## config.mk

```make
export PLATFORM = sky130hd
export DESIGN_NAME = hmlp_hash
export DESIGN_NICKNAME = d
export VERILOG_FILES = /design/src/hw/rtl/hmlp_pkg.sv /design/src/hw/rtl/hmlp_hash.sv
export SDC_FILE = /design/constraint.sdc
export NUM_CORES = 2
export LEC_CHECK = 0
export ABC_AREA = 1
export BUFFER_PORTS_ARGS = -buffer_cell sky130_fd_sc_hd__clkbuf_2
export CORE_MARGIN = 2
export CORE_UTILIZATION = 57
export CTS_CLUSTER_SIZE = 40
export DETAILED_ROUTE_END_ITERATION = 10
export GPL_TIMING_DRIVEN = 0
export HOLD_SLACK_MARGIN = 0.15
export PLACE_DENSITY_LB_ADDON = 0.3
export SLEW_MARGIN = 20
export SYNTH_ARGS = -nofsm -noshare
export SYNTH_HDL_FRONTEND = slang
export SYNTH_SLANG_ARGS = --single-unit
```

## constraint.sdc

```tcl
create_clock -name clk -period 15.2 [get_ports clk]
set_input_delay 3.04 -clock clk [delete_from_list [all_inputs] [get_ports clk]]
set_output_delay 3.04 -clock clk [all_outputs]
set_load 0.01 [all_outputs]
```

## src/hw/rtl/hmlp_pkg.sv

```systemverilog
// Shared types and constants for the linear-probing hash map.
// Holds the request and result beat structs, operation and slot mark codes,
// and the hash mixing constants. Depends on nothing.
package hmlp_pkg;

	localparam int unsigned CNT_W = 11;
	localparam int unsigned MIX_SHIFT = 33;
	localparam logic [63:0] MIX_C1 = 64'hff51afd7ed558ccd;
	localparam logic [63:0] MIX_C2 = 64'hc4ceb9fe1a85ec53;

	localparam logic [1:0] KIND_LOOKUP = 2'd0;
	localparam logic [1:0] KIND_INSERT = 2'd1;
	localparam logic [1:0] KIND_REMOVE = 2'd2;

	typedef enum logic [1:0] {
		MARK_EMPTY = 2'd0,
		MARK_LIVE  = 2'd1,
		MARK_TOMB  = 2'd2
	} mark_t;

	typedef struct packed {
		logic [1:0]         kind;
		logic signed [63:0] key;
		logic signed [63:0] value;
	} req_t;

	typedef struct packed {
		logic               found;
		logic signed [63:0] read_value;
		logic               status;
		logic [CNT_W-1:0]   live_count;
	} rsp_t;

	typedef struct packed {
		logic mark;
		logic key;
		logic value;
	} tbl_wen_t;

endpackage

```

## src/hw/rtl/hmlp_hash.sv

```systemverilog
// Iterative 64-bit finalizer hash built around one shared 32x32 multiplier.
// Each product is summed from 32x32 partial products. Depends on hmlp_pkg.
module hmlp_hash import hmlp_pkg::*; (
	input  logic        clk,
	input  logic        arst_n,
	input  logic        start,
	input  logic [63:0] key,
	output logic        done,
	output logic [63:0] hash
);

	typedef enum logic [1:0] {
		HS_IDLE,
		HS_MUL,
		HS_MIX
	} hs_state_t;

	hs_state_t   state_q;
	logic [1:0]  step_q;
	logic        round_q;
	logic        done_q;
	logic [63:0] a_q;
	logic [63:0] acc_q;

	logic [63:0] mult_c;
	logic [31:0] op_a;
	logic [31:0] op_b;
	logic [63:0] prod;

	always_comb begin
		mult_c = round_q ? MIX_C2 : MIX_C1;
		op_a = (step_q == 2'd1) ? a_q[63:32] : a_q[31:0];
		op_b = (step_q == 2'd2) ? mult_c[63:32] : mult_c[31:0];
		prod = {32'd0, op_a} * {32'd0, op_b};
	end

	always_ff @(posedge clk or negedge arst_n) begin
		if (!arst_n) begin
			state_q <= HS_IDLE;
			step_q <= 2'd0;
			round_q <= 1'b0;
			done_q <= 1'b0;
		end else begin
			done_q <= 1'b0;
			unique case (state_q)
				HS_IDLE: begin
					if (start) begin
						a_q <= key ^ (key >> MIX_SHIFT);
						step_q <= 2'd0;
						round_q <= 1'b0;
						state_q <= HS_MUL;
					end
				end
				HS_MUL: begin
					unique case (step_q)
						2'd0: begin
							acc_q <= prod;
							step_q <= 2'd1;
						end
						2'd1: begin
							acc_q <= acc_q + {prod[31:0], 32'd0};
							step_q <= 2'd2;
						end
						default: begin
							acc_q <= acc_q + {prod[31:0], 32'd0};
							step_q <= 2'd0;
							state_q <= HS_MIX;
						end
					endcase
				end
				HS_MIX: begin
					a_q <= acc_q ^ (acc_q >> MIX_SHIFT);
					if (!round_q) begin
						round_q <= 1'b1;
						state_q <= HS_MUL;
					end else begin
						done_q <= 1'b1;
						state_q <= HS_IDLE;
					end
				end
				default: state_q <= HS_IDLE;
			endcase
		end
	end

	assign done = done_q;
	assign hash = a_q;

endmodule

```

Word level (Yosys, flattened, before mapping)
Cells that the tools add are included.
{"block": "op_classes", "add_sub_neg": 1, "n_mul": 1, "div": 0, "order_cmp": 0, "eq_ne": 6, "shift": 0, "mux": 17, "bitwise_logic": 2, "n_reduce_logical": 10}
{"cell": "two-way mux 64 bit", "count": 2}
{"cell": "one-hot mux 64 bit (2 select lines)", "count": 1}
{"cell": "bitwise XOR 64 x 31 -> 64 bit", "count": 2}
{"cell": "adder 64 bit", "count": 1}
{"cell": "multiplier 32 x 32 -> 64 bit", "count": 1}
{"cell": "two-way mux 32 bit", "count": 2}
{"cell": "two-way mux 62 bit", "count": 1}
{"cell": "one-hot mux 2 bit (2 select lines)", "count": 2}
{"cell": "AND reduction 2 bit", "count": 4}
{"cell": "two-way mux 2 bit", "count": 3}
{"cell": "one-hot mux 2 bit (3 select lines)", "count": 1}
{"cell": "equality test 2 x 1 -> 1 bit, second input constant", "count": 2}
{"cell": "equality test 2 bit, second input constant", "count": 2}
{"cell": "logical NOT 2 bit", "count": 2}
{"cell": "two-way mux 1 bit", "count": 4}
{"cell": "!= test 2 bit, second input constant", "count": 2}
{"cell": "nonzero test 2 bit", "count": 2}
{"cell": "AND reduction 3 bit", "count": 1}
{"cell": "one-hot mux 1 bit (2 select lines)", "count": 1}
{"cell": "OR reduction 2 bit", "count": 1}
{"block": "totals", "register_bits": 134, "latch_bits": 0, "ramBits": 0, "mem_bits_ro": 0, "input_bits": 67, "out_inout_bits": 65, "word_cells": 43, "n_memories": 0}

Logic depth before layout (Yosys ltp)
{"block": "logic_depth", "word_depth": 5, "mapped_depth": 47, "depth_no_buf": 46}

Least setup slack after synthesis
Ideal clock, no wire load.
{"block": "synth_path", "path_kind": "register -> register", "startpoint": "register step_q[1]", "endpoint": "register acc_q[60] (data pin)", "setup_time_ps": 256, "arrival_time_ps": 8569, "required_ps": 14944, "setup_slack_ps": 6375, "path_stages_with_launch": 42, "path_buffers": 3, "synth_period_minus_slack_ps": 8825, "cell_sequence": "dfrtp_1 -> inv_2 -> nor2_4 -> inv_2 -> clkbuf_1 -> ha_1 -> clkbuf_1 -> clkbuf_1 -> nor2_1 -> fa_1 -> inv_1 -> fa_1 -> inv_1 -> fa_1 -> inv_1 -> fa_1 -> inv_1 -> fa_1 -> [6 not listed] -> nand2_1 -> nor2_1 -> and2_1 -> nand2_1 -> nand2_1 -> nand2_1 -> nand2_1 -> xor2_1 -> inv_1 -> ha_1 -> nand2_1 -> nor2_1 -> nand2_1 -> o21a_1 -> nand2_1 -> a21oi_1 -> o21ai_0 -> nand2_1"}
{"block": "synth_via", "elab_chain_cells": 5, "elab_cells_between_ends": 8, "cone_classes": "add/sub (1); mul (1); eq/ne (2); mux (3); reduce/logical (1)"}
{"item": "start: declaration", "line_no": "hmlp_hash.sv:19", "rtl": "logic [1:0] step_q;"}
{"item": "start signal: assignment", "line_no": "hmlp_hash.sv:40", "rtl": "step_q <= 2'd0;"}
{"item": "start signal: assignment", "line_no": "hmlp_hash.sv:49", "rtl": "step_q <= 2'd0;"}
{"item": "start signal: assignment", "line_no": "hmlp_hash.sv:58", "rtl": "step_q <= 2'd1;"}
{"item": "equality test 2 x 1 -> 1 bit or equality test 2 bit (tied branches)", "line_no": "hmlp_hash.sv:32, hmlp_hash.sv:55, hmlp_hash.sv:33"}
{"item": "two-way mux 32 bit (on tied branches)", "line_no": "hmlp_hash.sv:32, hmlp_hash.sv:33"}
{"item": "multiplier 32 x 32 -> 64 bit", "line_no": "hmlp_hash.sv:34", "rtl": "prod = {32'd0, op_a} * {32'd0, op_b};"}
{"item": "adder 64 bit", "line_no": "hmlp_hash.sv:61, hmlp_hash.sv:65"}
{"item": "two-way mux 64 bit (*)"}
{"item": "end signal: assignment", "line_no": "hmlp_hash.sv:57", "rtl": "acc_q <= prod;"}
{"item": "end signal: assignment", "line_no": "hmlp_hash.sv:61", "rtl": "acc_q <= acc_q + {prod[31:0], 32'd0};"}
{"item": "end signal: assignment", "line_no": "hmlp_hash.sv:65", "rtl": "acc_q <= acc_q + {prod[31:0], 32'd0};"}
{"item": "end: declaration", "line_no": "hmlp_hash.sv:23", "rtl": "logic [63:0] acc_q;"}
Every way passes the cells marked *; elsewhere a longest branch is shown, timed or not.
A chain may end at the register's enable or synchronous reset.

Worst setup path in the final report
{"block": "layout_path", "startpoint": "register step_q[1]", "endpoint": "register acc_q[63] (data pin)"}
Same word-level chain as after synthesis.

==> results_dict.tcl <==
set metrics [dict create \
    place_inst 5377 \
    yosys.area_share.simple_pct 13.5 \
    rr_worst_depth 39 \
    core_um2 66900 \
    grt-ovfl-total 0 \
    hp-start "acc_q[31]$_DFFE_PP_" \
    grt_pass1_vias 31600 \
    tritoncts "done" \
    die_h_um 264 \
    numPortBuffers 131 \
    nNetsFinal 5781 \
    synth_top_family_by_area "adder cells" \
    slew_viol_final 0 \
    critPathBufInv 11 \
    cts_buffers 17 \
    slowest_stage "xor2_1" \
    ys_ff_latch 134 \
    wl_per_cell_um 26.2 \
    h-tree-depth 4 \
    finalHoldViolCount 0 \
    drtIter0Drc 3721 \
    finalCriticalPeriod_ns 12.14 \
    rows 95 \
    rr_startpoint "step_q[1]$_DFFE_PN0P_" \
    grt_max_degree 27 \
    setup_viol 0 \
    vias 31100 \
    tns_ns 0 \
    vias_per_cell 5.74 \
    fmax_mhz 82.4 \
    rsz0062_at_grt "no" \
    async_reset_ff_share_pct 4.48 \
    tightest_slew_ns 1.24 \
    cp-end-kind "flip-flop" \
    crit_fanout 11 \
    startpoint_type "flip-flop" \
    synth_compound_area_share_pct 5.54 \
    met1_usage_pct 56.2 \
    syn_area_um2 38500 \
    seq_area_frac_synth_pct 10.4 \
    synth_edf_count 128 \
    finalNonFillerCells 5410 \
    clock_path_buffers 2 \
    wirelength_mm 142 \
    synthCells 4368 \
    ant_nets 0 \
    reg2reg_to "acc_q[63]$_DFFE_PP_" \
    fillCellCount 6026 \
    path_common_cell "fa_1" \
    grt_busiest_layer "met2" \
    clk_pin_slew_ns 0.07 \
    synth_area_per_cell_um2 8.80 \
    synth_top_area_share_pct 44.9 \
    synthToLayoutAreaGrowth_pct 6.64 \
    met2_usage_pct 62.7 \
    grt_pass1_wl_mm 209 \
    cp_slowest_stage_delay_ns 0.79 \
    hold_path.class "reg -> reg" \
    clock-root-buffer "clkbuf_16" \
    crit_cells 39 \
    synth_cell_type_count 48 \
    max_cap_viol_count 0 \
    run_status "finished clean" \
    dpl.hpwl_mm 126 \
    synthXorXnorAreaFrac_pct 2.28 \
    grt_use_total_pct 42.1 \
    hold_depth 2 \
    synthFlopType "edfxtp_1" \
    holdBufCountCts 0 \
    drive_above_1_share_pct 6.39 \
    crit_type "reg -> reg" \
    synth_warnings 0 \
    synth_area_leader_cell "fa_1" \
    synthAdderAreaFrac_pct 55.6 \
    postCtsSetupBuffers 0 \
    required_ns 15.41 \
    cp.arrival_ns 12.35 \
    die_x_um 264 \
    gp_congestion 1.11 \
    antenna_found_initial 4 \
    synth_nets 5626 \
    dieArea_um2 69600 \
    met3_usage_pct 11.1 \
    r2r_setup_slack_ns 3.06 \
    drt_pre_antenna_iters 6 \
    io_pins 132 \
    drc 0 \
    cp_top_family "adder cells" \
    whs_endpoint "hash[31]$_DFFE_PP_" \
    slew_headroom_pct 17.3 \
    fin_skew_ns 0.0157 \
    min_period_over_period_pct 79.9 \
    post_cts_resized 0 \
    clk_latency_ns 0.45 \
    synth.area.mux_share_pct 0 \
    holdWs_ns 0.516 \
    yosys-top-cells-area "fa_1, inv_1, ha_1" \
    cts_sinks 134 \
    start_util_pct 57.5 \
]
-- cell type report --
| class | count | area (um2) | share of cell area, % |
|---|---|---|---|
| Multi-Input combinational cell | 2948 | 29600 | 72.2 |
| Inverter | 1220 | 4580 | 11.2 |
| Sequential cell | 134 | 3990 | 9.74 |
| Tap cell | 873 | 1090 | 2.66 |
| Timing Repair Buffer | 136 | 773 | 1.89 |
| Clock buffer | 17 | 425 | 1.04 |
| Buffer | 66 | 305 | 0.744 |
| Clock inverter | 14 | 225 | 0.549 |
| Antenna cell | 2 | 5.00 | 0.0122 |
-- routing by layer --
layer,vias up,wire (um)
li1,13200,-
met1,15300,52000
met2,2111,61700
met3,470,18000
met4,6,10200
met5,-,44
-- synth_stat cells (2+ instances only) --
cell	number
a21boi_0	8
a21o_1	7
a21oi_1	147
buf_1	2
buf_2	12
buf_4	7
buf_6	2
clkbuf_1	43
dfrtp_1	6
edfxtp_1	128
fa_1	862
ha_1	329
inv_1	1189
inv_2	29
nand2_1	679
nand2_2	2
nand3_1	97
nand3b_1	4
nand4_1	16
nor2_1	450
nor2_2	12
nor2_4	3
nor3_1	16
o21a_1	9
o21ai_0	135
o21ai_1	4
o21ai_2	18
o21ai_4	14
o21bai_1	8
or2_0	2
or2_2	13
xnor2_1	43
xor2_1	57
-- registers in the layout, indices dropped and copies added, names as in the netlist --
name / count
acc_q: 64
hash: 64
state_q: 2
step_q: 2
done: 1
round_q: 1
-- placed cells by master (no fill, tap or decap), drive strengths merged --
cell type,count
inv,1222
fa,862
nand2,681
nor2,466
ha,329
clkbuf,191
o21ai,171
a21oi,148
edfxtp,128
nand3,98
xor2,57
xnor2,43
buf,28
nand4,16
nor3,16
or2,15
o21a,9
o21bai,9
a21boi,8
a21o,7
dfrtp,6
bufinv,5
nand3b,4
clkinv,4
clkinvlp,3
diode,2
and2,1
o211ai,1
o31a,1
nor4,1
o22ai,1
a31oi,1
o221ai,1
a22oi,1
conb,1
-- logic make-up (layout without fill, tap and decap cells) --
logic type | Yosys count | after routing
simple gates | 1298 | 1298
other cells | 1 | 3
buf+inv | 1286 | 1453
fa+ha+maj | 1191 | 1191
flops | 134 | 134
xor+xnor | 100 | 100
compound gates | 358 | 358
-- metrics by stage --
step	instance area (um2)	setup WS (ns)	util [%]
after floorplan	38500	6.38	-
after global routing	41000	2.99	61.3
after CTS	41000	3.51	61.3
after detailed placement	40300	3.53	60.3
after global placement	40200	3.50	60.1
final	41000	3.06	61.3
-- worst reg2reg max path, delay by kind of cell (launching register included) --
| kind | cells | cell delay, ns |
|---|---|---|
| buf+inv | 11 | 2.91 |
| flops | 1 | 0.45 |
| xor+xnor | 1 | 0.79 |
| compound gates | 5 | 1.08 |
| simple gates | 11 | 1.59 |
| fa+ha+maj | 11 | 5.10 |
-- worst max-delay path by stage --
stage / start / end
2_1_floorplan: step_q[1]$_DFFE_PN0P_ / acc_q[60]$_DFFE_PP_
3_3_place_gp: step_q[1]$_DFFE_PN0P_ / acc_q[63]$_DFFE_PP_
3_5_place_dp: step_q[1]$_DFFE_PN0P_ / acc_q[63]$_DFFE_PP_
4_1_cts: step_q[1]$_DFFE_PN0P_ / acc_q[63]$_DFFE_PP_
5_1_grt: step_q[1]$_DFFE_PN0P_ / acc_q[63]$_DFFE_PP_
6_report: step_q[1]$_DFFE_PN0P_ / acc_q[63]$_DFFE_PP_
Power is left out: the tool's default activity adds up to more than one toggle a clock period on the data nets, which glitch-free logic cannot reach.
